==> src/rtl/kpsd_pkg.sv <==
package kpsd_pkg;

  localparam int ROW_W = 4;
  localparam int COL_W = 5;
  localparam int KEY_W = 5;
  localparam int TICK_W = 16;
  localparam int CFG_IDX_W = 1;

  localparam logic [TICK_W-1:0] CONFIRM_RST = 16'd20;
  localparam logic [TICK_W-1:0] RELEASE_RST = 16'd50;

  localparam logic [CFG_IDX_W-1:0] CFG_CONFIRM = 1'b0;
  localparam logic [CFG_IDX_W-1:0] CFG_RELEASE = 1'b1;

  typedef enum logic [1:0] {
    PH_IDLE    = 2'd0,
    PH_CONFIRM = 2'd1,
    PH_RELEASE = 2'd2
  } kpsd_phase_t;

  // push request from the debounce control into the key fifo
  typedef struct packed {
    logic             wr;
    logic [KEY_W-1:0] key;
    logic             drop;
  } kpsd_push_t;

  // a programmed tick count of zero behaves as one
  function automatic logic [TICK_W-1:0] nz_ticks(input logic [TICK_W-1:0] t);
    nz_ticks = (t == '0) ? TICK_W'(1) : t;
  endfunction

endpackage

==> src/rtl/keypad_scan_debounce_fifo_unit.sv <==
// channel  direction  handshake            payload
// in       input      in_valid / in_stall  in_req_type, in_row_levels, in_col_levels
// out      output     out_valid / out_stall out_popped_key, out_key_pushed,
//                                          out_overflow, out_queue_count
// cfg      input      cfg_valid / cfg_ready cfg_index, cfg_data
//
// one request per cycle sustained while out_stall is low; a request is latched
// in the input register, then decoded and applied to the debounce state and key
// fifo on its way into the result register, where out_valid rises.
// reset: phase idle, fifo empty, confirm 20 ticks, release poll 50 ticks.
// out_stall holds the result register and reaches in_stall in the same cycle
// only when the input register is also occupied.
module keypad_scan_debounce_fifo_unit #(
  parameter int ROWS       = 4,
  parameter int COLS       = 5,
  parameter int FIFO_DEPTH = 16
) (
  input  logic                             clk,
  input  logic                             rst_n,
  input  logic                             in_valid,
  output logic                             in_stall,
  input  logic                             in_req_type,
  input  logic [kpsd_pkg::ROW_W-1:0]       in_row_levels,
  input  logic [kpsd_pkg::COL_W-1:0]       in_col_levels,
  output logic                             out_valid,
  input  logic                             out_stall,
  output logic [kpsd_pkg::KEY_W-1:0]       out_popped_key,
  output logic                             out_key_pushed,
  output logic                             out_overflow,
  output logic [kpsd_pkg::KEY_W-1:0]       out_queue_count,
  input  logic                             cfg_valid,
  output logic                             cfg_ready,
  input  logic [kpsd_pkg::CFG_IDX_W-1:0]   cfg_index,
  input  logic [kpsd_pkg::TICK_W-1:0]      cfg_data
);
  import kpsd_pkg::*;

  localparam int CNT_W = $clog2(FIFO_DEPTH + 1);

  logic              s1_valid_r;
  logic              s1_req_r;
  logic [ROW_W-1:0]  s1_row_r;
  logic [COL_W-1:0]  s1_col_r;
  logic              advance;
  logic              go;
  logic [TICK_W-1:0] confirm_r;
  logic [TICK_W-1:0] release_r;
  logic [KEY_W-1:0]  key;
  kpsd_push_t        push;
  logic [KEY_W-1:0]  popped_key;
  logic              fifo_full;
  logic [CNT_W-1:0]  fifo_cnt;
  logic [CNT_W-1:0]  fifo_cnt_nxt;
  logic              out_valid_r;
  logic [KEY_W-1:0]  popped_r;
  logic              pushed_r;
  logic              overflow_r;
  logic [KEY_W-1:0]  qcount_r;

  assign cfg_ready = 1'b1;

  always_ff @(posedge clk) begin
    if (!rst_n) begin
      confirm_r <= CONFIRM_RST;
      release_r <= RELEASE_RST;
    end else if (cfg_valid) begin
      unique case (cfg_index)
        CFG_CONFIRM: confirm_r <= cfg_data;
        CFG_RELEASE: release_r <= cfg_data;
        default: ;
      endcase
    end
  end

  assign advance  = !out_valid_r || !out_stall;
  assign in_stall = s1_valid_r && !advance;
  assign go       = s1_valid_r && advance;

  always_ff @(posedge clk) begin
    if (!rst_n) begin
      s1_valid_r <= 1'b0;
    end else if (!in_stall) begin
      s1_valid_r <= in_valid;
    end
  end

  always_ff @(posedge clk) begin
    if (in_valid && !in_stall) begin
      s1_req_r <= in_req_type;
      s1_row_r <= in_row_levels;
      s1_col_r <= in_col_levels;
    end
  end

  kpsd_decode #(
    .ROWS (ROWS),
    .COLS (COLS)
  ) u_decode (
    .row_levels (s1_row_r),
    .col_levels (s1_col_r),
    .key        (key)
  );

  kpsd_ctrl u_ctrl (
    .clk           (clk),
    .rst_n         (rst_n),
    .tick          (go && !s1_req_r),
    .key           (key),
    .fifo_full     (fifo_full),
    .confirm_ticks (confirm_r),
    .release_ticks (release_r),
    .push          (push)
  );

  kpsd_fifo #(
    .DEPTH (FIFO_DEPTH)
  ) u_fifo (
    .clk        (clk),
    .rst_n      (rst_n),
    .push       (push),
    .pop        (go && s1_req_r),
    .popped_key (popped_key),
    .full       (fifo_full),
    .count      (fifo_cnt),
    .count_nxt  (fifo_cnt_nxt)
  );

  always_ff @(posedge clk) begin
    if (!rst_n) begin
      out_valid_r <= 1'b0;
    end else if (advance) begin
      out_valid_r <= s1_valid_r;
    end
  end

  always_ff @(posedge clk) begin
    if (go) begin
      popped_r   <= popped_key;
      pushed_r   <= push.wr;
      overflow_r <= push.drop;
      qcount_r   <= KEY_W'(fifo_cnt_nxt);
    end
  end

  assign out_valid       = out_valid_r;
  assign out_popped_key  = popped_r;
  assign out_key_pushed  = pushed_r;
  assign out_overflow    = overflow_r;
  assign out_queue_count = qcount_r;

`ifndef SYNTHESIS
  a_push_xor_drop: assert property (@(posedge clk) disable iff (!rst_n)
    out_valid_r |-> !(out_key_pushed && out_overflow))
    else $error("key pushed and dropped on the same request");

  a_count_bound: assert property (@(posedge clk) disable iff (!rst_n)
    fifo_cnt <= CNT_W'(FIFO_DEPTH))
    else $error("fifo count beyond depth");

  a_push_counts: assert property (@(posedge clk) disable iff (!rst_n)
    (go && push.wr) |=> (fifo_cnt == $past(fifo_cnt) + CNT_W'(1)))
    else $error("push did not raise the fifo count");

  a_drop_only_full: assert property (@(posedge clk) disable iff (!rst_n)
    push.drop |-> fifo_full)
    else $error("key dropped while fifo has room");
`endif

endmodule

==> src/rtl/kpsd_decode.sv <==
module kpsd_decode #(
  parameter int ROWS = 4,
  parameter int COLS = 5
) (
  input  logic [kpsd_pkg::ROW_W-1:0] row_levels,
  input  logic [kpsd_pkg::COL_W-1:0] col_levels,
  output logic [kpsd_pkg::KEY_W-1:0] key
);
  import kpsd_pkg::*;

  localparam int RI_W = (ROWS > 1) ? $clog2(ROWS) : 1;
  localparam int CI_W = (COLS > 1) ? $clog2(COLS) : 1;
  localparam int SUM_W = $clog2(ROWS * COLS + 1);

  logic [ROWS-1:0] rv;
  logic [COLS-1:0] cv;
  logic            row_hit;
  logic            col_hit;
  logic [RI_W-1:0] row_idx;
  logic [CI_W-1:0] col_idx;
  logic [SUM_W-1:0] raw;

  // lines beyond the sampled fields read as low
  genvar gi;
  generate
    for (gi = 0; gi < ROWS; gi++) begin : g_row
      if (gi < ROW_W) begin : g_in
        assign rv[gi] = row_levels[gi];
      end else begin : g_lo
        assign rv[gi] = 1'b0;
      end
    end
    for (gi = 0; gi < COLS; gi++) begin : g_col
      if (gi < COL_W) begin : g_in
        assign cv[gi] = col_levels[gi];
      end else begin : g_lo
        assign cv[gi] = 1'b0;
      end
    end
  endgenerate

  // lowest low line wins
  always_comb begin
    row_hit = 1'b0;
    row_idx = '0;
    for (int i = ROWS - 1; i >= 0; i--) begin
      if (!rv[i]) begin
        row_hit = 1'b1;
        row_idx = RI_W'(i);
      end
    end
  end

  always_comb begin
    col_hit = 1'b0;
    col_idx = '0;
    for (int j = COLS - 1; j >= 0; j--) begin
      if (!cv[j]) begin
        col_hit = 1'b1;
        col_idx = CI_W'(j);
      end
    end
  end

  assign raw = SUM_W'(row_idx) * SUM_W'(COLS) + SUM_W'(col_idx) + SUM_W'(1);

  // all rows low counts as no key
  assign key = ((rv != '0) && row_hit && col_hit) ? KEY_W'(raw) : '0;

endmodule

==> src/rtl/kpsd_ctrl.sv <==
module kpsd_ctrl (
  input  logic                          clk,
  input  logic                          rst_n,
  input  logic                          tick,
  input  logic [kpsd_pkg::KEY_W-1:0]    key,
  input  logic                          fifo_full,
  input  logic [kpsd_pkg::TICK_W-1:0]   confirm_ticks,
  input  logic [kpsd_pkg::TICK_W-1:0]   release_ticks,
  output kpsd_pkg::kpsd_push_t          push
);
  import kpsd_pkg::*;

  kpsd_phase_t      phase_r, phase_nxt;
  logic [KEY_W-1:0] cand_r, cand_nxt;
  logic [TICK_W-1:0] cnt_r, cnt_nxt;
  logic [TICK_W-1:0] cnt_dec;

  always_ff @(posedge clk) begin
    if (!rst_n) begin
      phase_r <= PH_IDLE;
      cand_r  <= '0;
      cnt_r   <= '0;
    end else if (tick) begin
      phase_r <= phase_nxt;
      cand_r  <= cand_nxt;
      cnt_r   <= cnt_nxt;
    end
  end

  assign cnt_dec = (cnt_r != '0) ? cnt_r - TICK_W'(1) : '0;

  always_comb begin
    phase_nxt = phase_r;
    cand_nxt  = cand_r;
    cnt_nxt   = cnt_r;
    push      = '0;
    push.key  = key;
    unique case (phase_r)
      PH_CONFIRM: begin
        cnt_nxt = cnt_dec;
        if (cnt_dec == '0) begin
          if (key == cand_r) begin
            push.wr   = ~fifo_full;
            push.drop = fifo_full;
          end
          cand_nxt = '0;
          if (key == '0) begin
            phase_nxt = PH_IDLE;
          end else begin
            phase_nxt = PH_RELEASE;
            cnt_nxt   = nz_ticks(release_ticks);
          end
        end
      end
      PH_RELEASE: begin
        cnt_nxt = cnt_dec;
        if (cnt_dec == '0) begin
          if (key == '0) begin
            phase_nxt = PH_IDLE;
          end else begin
            cnt_nxt = nz_ticks(release_ticks);
          end
        end
      end
      default: begin
        phase_nxt = PH_IDLE;
        if (key != '0) begin
          cand_nxt  = key;
          cnt_nxt   = nz_ticks(confirm_ticks);
          phase_nxt = PH_CONFIRM;
        end
      end
    endcase
    if (!tick) begin
      push.wr   = 1'b0;
      push.drop = 1'b0;
    end
  end

endmodule

==> src/rtl/kpsd_fifo.sv <==
module kpsd_fifo #(
  parameter int DEPTH = 16
) (
  input  logic                                 clk,
  input  logic                                 rst_n,
  input  kpsd_pkg::kpsd_push_t                 push,
  input  logic                                 pop,
  output logic [kpsd_pkg::KEY_W-1:0]           popped_key,
  output logic                                 full,
  output logic [$clog2(DEPTH+1)-1:0]           count,
  output logic [$clog2(DEPTH+1)-1:0]           count_nxt
);
  import kpsd_pkg::*;

  localparam int PTR_W = $clog2(DEPTH);
  localparam int CNT_W = $clog2(DEPTH + 1);

  logic [KEY_W-1:0] mem [DEPTH];
  logic [KEY_W-1:0] head_r;
  logic [PTR_W-1:0] rd_ptr_r, rd_ptr_nxt;
  logic [PTR_W-1:0] wr_ptr_r, wr_ptr_nxt;
  logic [CNT_W-1:0] count_r;
  logic             pop_ok;

  function automatic logic [PTR_W-1:0] ptr_inc(input logic [PTR_W-1:0] p);
    ptr_inc = (p == PTR_W'(DEPTH - 1)) ? '0 : p + PTR_W'(1);
  endfunction

  assign pop_ok     = pop && (count_r != '0);
  assign rd_ptr_nxt = pop_ok ? ptr_inc(rd_ptr_r) : rd_ptr_r;
  assign wr_ptr_nxt = push.wr ? ptr_inc(wr_ptr_r) : wr_ptr_r;

  always_comb begin
    count_nxt = count_r;
    if (push.wr) begin
      count_nxt = count_r + CNT_W'(1);
    end else if (pop_ok) begin
      count_nxt = count_r - CNT_W'(1);
    end
  end

  always_ff @(posedge clk) begin
    if (!rst_n) begin
      rd_ptr_r <= '0;
      wr_ptr_r <= '0;
      count_r  <= '0;
    end else begin
      rd_ptr_r <= rd_ptr_nxt;
      wr_ptr_r <= wr_ptr_nxt;
      count_r  <= count_nxt;
    end
  end

  always_ff @(posedge clk) begin
    if (push.wr) begin
      mem[wr_ptr_r] <= push.key;
    end
  end

  // head prefetch, bypassing a write into the slot about to be read
  always_ff @(posedge clk) begin
    if (push.wr && (wr_ptr_r == rd_ptr_nxt)) begin
      head_r <= push.key;
    end else begin
      head_r <= mem[rd_ptr_nxt];
    end
  end

  assign popped_key = pop_ok ? head_r : '0;
  assign full       = (count_r == CNT_W'(DEPTH));
  assign count      = count_r;

endmodule

==> config.mk <==
export PLATFORM = sky130hd
export DESIGN_NAME = keypad_scan_debounce_fifo_unit
export DESIGN_NICKNAME = d
export VERILOG_FILES = /design/src/rtl/kpsd_pkg.sv /design/src/rtl/keypad_scan_debounce_fifo_unit.sv /design/src/rtl/kpsd_decode.sv /design/src/rtl/kpsd_ctrl.sv /design/src/rtl/kpsd_fifo.sv
export SDC_FILE = /design/constraint.sdc
export NUM_CORES = 1
export LEC_CHECK = 0
export ABC_AREA = 1
export BUFFER_PORTS_ARGS = -buffer_cell sky130_fd_sc_hd__buf_2
export CORE_UTILIZATION = 30
export CTS_CLUSTER_SIZE = 28
export DETAILED_ROUTE_END_ITERATION = 8
export GPL_ROUTABILITY_DRIVEN = 0
export PLACE_DENSITY_LB_ADDON = 0.08
export SLEW_MARGIN = 20
export SYNTH_ARGS = -nofsm -noshare
export SYNTH_HDL_FRONTEND = slang
export SYNTH_SLANG_ARGS = --single-unit
==> constraint.sdc <==
create_clock -name clk -period 3.7 [get_ports clk]
set_clock_uncertainty 0.05 [all_clocks]
set_input_delay 0.185 -clock clk [delete_from_list [all_inputs] [get_ports clk]]
set_output_delay 0.185 -clock clk [all_outputs]
set_load 0.01 [all_outputs]
==> metrics.txt <==
setup slack after layout=0.3589 ns; CTS tree=done; largest net degree at the start of global routing=55; switching power total=0.001414 W; most numerous cell in the Yosys netlist=nand2_1; R2R setup slack=0.36 ns; largest area contributor in the synthesized netlist=edfxtp_1; pwr dens=459.5 mW/mm2; syn_nets=1,060; Critical Path Max Stage Delay=0.41 ns; global route overflow=0; top-area cell type share of the netlist area=0.3570; reg2reg end=u_fifo.mem[6][4]; post-synthesis sequential area ratio=0.5296; die width=171.1 um; Startpoint Class=flop; grt met1 use=0.2544; Synth warnings=0; worst path cell trace=inv_1, nand2_1, a21boi_1, ha_1, ha_1, nand2_1, inv_1, nor2_1, o21bai_1, nand2_1, nand2_1, nand4_1, nor2_1, nand4_2, inv_2, nand2_2, nor2_1, buf_4; slowest CP cell=edfxtp_1; drt drc=0; max-cap check violation count=0; Vias/cell=4.593; Synth Instances=1,010; Clock power frac=0.384; met2 track demand over resource=0.2283; Num CTS Buffers=17; Leakage=4.182 nW; endpoints failing setup=0; DR iter-0 viols=436; fmax=299.3 MHz; slew margin rel.=0.4912; Sw Share=0.3016; P_int=0.003275 W; Initial Utilization=0.3072; top_reg_cell synth=edfxtp_1; final hold violation count=0; hold depth=5; Clock Path Buffers=2; Yosys reg bits=176; final worst-path cycle share=0.9030; root buf cell=clkbuf_16; Area contributors post-synth=edfxtp_1 36%, dfxtp_1 17%, nand2_1 9.1%; reg2reg start=s1_row_r[3]; core area=0.02793 mm2; Worst-Skew Late Latency=0.44 ns; Synth top cells by count=208 x nand2_1, 117 x inv_1, 109 x nor2_1; Total Neg Setup Slack=0 ns; Tightest Pin Transition=0.7613 ns; worst min-delay path class=input pin to flop; Cell variety after synth=41; outcome=completed; gr usage total=0.1632; vias in the first global route=6,437; DR pass1 iterations=5; initial antenna violation count=0; DR vias=6,770; sequential group share of total power=0.467; busiest grt layer=met1; HP Start=cfg_index; Critical Path End Type=flop; routed wire length=22,540 um; synth-to-layout area growth=18.91%; FF-to-FF path depth=18; Req. time, crit path=3.80 ns; critical path data arrival time=3.44 ns; drt wl/cell=15.29 um; Async SR Flop Fraction=0; layout cells sized above 1=0.1223; clock-pin slew on the worst setup and hold paths=0.08 ns; DP Worst Slack=0.1215 ns; Worst path most repeated cell=nand2_1; Post-synth EDFFs=102; die height=171.1 um; Max VDD drop=265.0 uV; H-tree depth=4; DIE AREA=0.02928 mm2; ANT nets after route=0; RSZ-0062 raised after global routing=no; Port Buffer Count=45; Max Slew Vio Count=0; Worst Setup Path Type=flop to flop; Setup Fix Bufs, Post-CTS=0; hold endpoint=confirm_r[4]; Comb pwr share=0.149; ant diodes=0; IO Count=47; nets=1,133; Tmin final=3.341 ns; clk sinks=176; DP HPWL=16,290 um; Avg Inst Size Synth=8.496 um2; global-route wire length before repair=35,870 um; # rows=61; Worst Path Max Fanout=6; synthesized area=0.008581 mm2; routing usage on met3=0.02568
-- layout make-up --
| cell class | instances | area (um2) |
|---|---|---|
| Sequential cell | 176 | 4546 |
| Timing Repair Buffer | 90 | 633.1 |
| Tap cell | 378 | 473.0 |
| Fill cell | 2929 | 17730 |
| Inverter | 122 | 457.9 |
| Clock inverter | 15 | 168.9 |
| Multi-Input combinational cell | 676 | 3500 |
| Clock buffer | 17 | 425.4 |
-- stage by stage --
stage                     hold slack, ns  instance area [um2]  cells  total power [W]  utilization
final                             0.1818                10200   1474         0.004689       0.3653
after global routing              0.2213                10200   1474         0.004925       0.3653
after CTS                         0.1645                10130   1474         0.004751       0.3625
after detailed placement          0.3131                 9251   1414         0.002920       0.3312
after global placement            0.3126                 9251   1414         0.002925       0.3312
after floorplan                   0.2339                 8581   1010         0.002698            -
-- cell families (layout without fill, tap and decap cells) --
group	count (synthesis)	in the layout	synth area share
multiplexers	20	20	0.02333
adder cells (fa/ha/maj)	18	18	0.02712
XOR/XNOR	6	6	0.006124
other	1	1	0.0004370
AND/OR/NAND/NOR	438	438	0.2221
buffers and inverters	158	244	0.07159
AO/OA/AOI/OAI	193	193	0.1197
flip-flops	176	176	0.5296
-- routing by layer --
metal  up-vias  routed length, um
met1      3125              12640
met4         0                196
met3        10                680
met5         -                  0
met2       107               9018
li1       3528                  -
-- how the worst max path moves through the flow --
stage	start	cells past startpoint	to	slack, ns
finish	s1_row_r[3]	18	u_fifo.mem[6][4]	0.36
global route	s1_row_r[3]	18	u_fifo.mem[6][3]	0.04
CTS	s1_row_r[3]	17	u_fifo.mem[14][1]	0.09
detailed placement	s1_row_r[3]	17	u_fifo.mem[14][0]	0.12
global placement	s1_row_r[3]	17	u_fifo.mem[14][0]	0.21
floorplan	s1_row_r[3]	18	u_ctrl.cnt_r[9]	0.57
-- state kept, by name, summed over array words and instances, names as in the netlist, 2 cells and up, named ones only --
signal / count
s1_row_r: 4
s1_col_r: 5
u_ctrl.cand_r: 5
u_fifo.wr_ptr_r: 4
release_r: 16
out_popped_key: 5
out_queue_count: 5
confirm_r: 16
u_ctrl.cnt_r: 16
u_fifo.count: 5
u_fifo.mem: 80
u_ctrl.phase_r: 2
u_fifo.rd_ptr_r: 4
-- what timing repair did --
| action | CTS | global route |
|---|---|---|
| gates resized for setup | 0 | 24 |
| endpoints found under the hold margin | 38 | 0 |
| endpoints found under the setup margin | 0 | 70 |
| hold buffers | 28 | 0 |
-- critical path: cells and delay by family, from the launching register on --
| kind | cells | cell delay [ns] |
|---|---|---|
| simple gates | 10 | 1.13 |
| flops | 1 | 0.41 |
| compound gates | 2 | 0.40 |
| buf+inv | 4 | 0.46 |
| fa+ha+maj | 2 | 0.62 |
-- power groups by stage --
stage	Combinational, W	Clock (W)	Sequential (W)
2_1_floorplan	0.000480	0	0.00222
4_1_cts	0.000711	0.00185	0.00219
5_1_grt	0.000801	0.00193	0.00220
3_5_place_dp	0.000686	0	0.00223
6_report	0.000700	0.00180	0.00219
3_3_place_gp	0.000692	0	0.00223
-- placed cells by master (no fill, tap or decap), drive strengths merged, types with 2 or more instances in the layout --
cell         Yosys  layout
clkinvlp         0       4
nand4           21      21
xnor2            2       2
o21bai           5       5
o21ai           99      99
a21oi           72      72
mux2i           20      20
dfxtp           74      74
nand3           66      66
clkbuf          31      17
nand2          213     213
edfxtp         102     102
inv            118     125
nor3             7       7
nor4             7       7
o211ai           8       8
clkinv           4       8
a31oi            5       5
nor2           122     122
ha              17      17
xor2             4       4
buf              5      62
dlygate4sd3      0      28
Power figures use the tool's default switching activity.
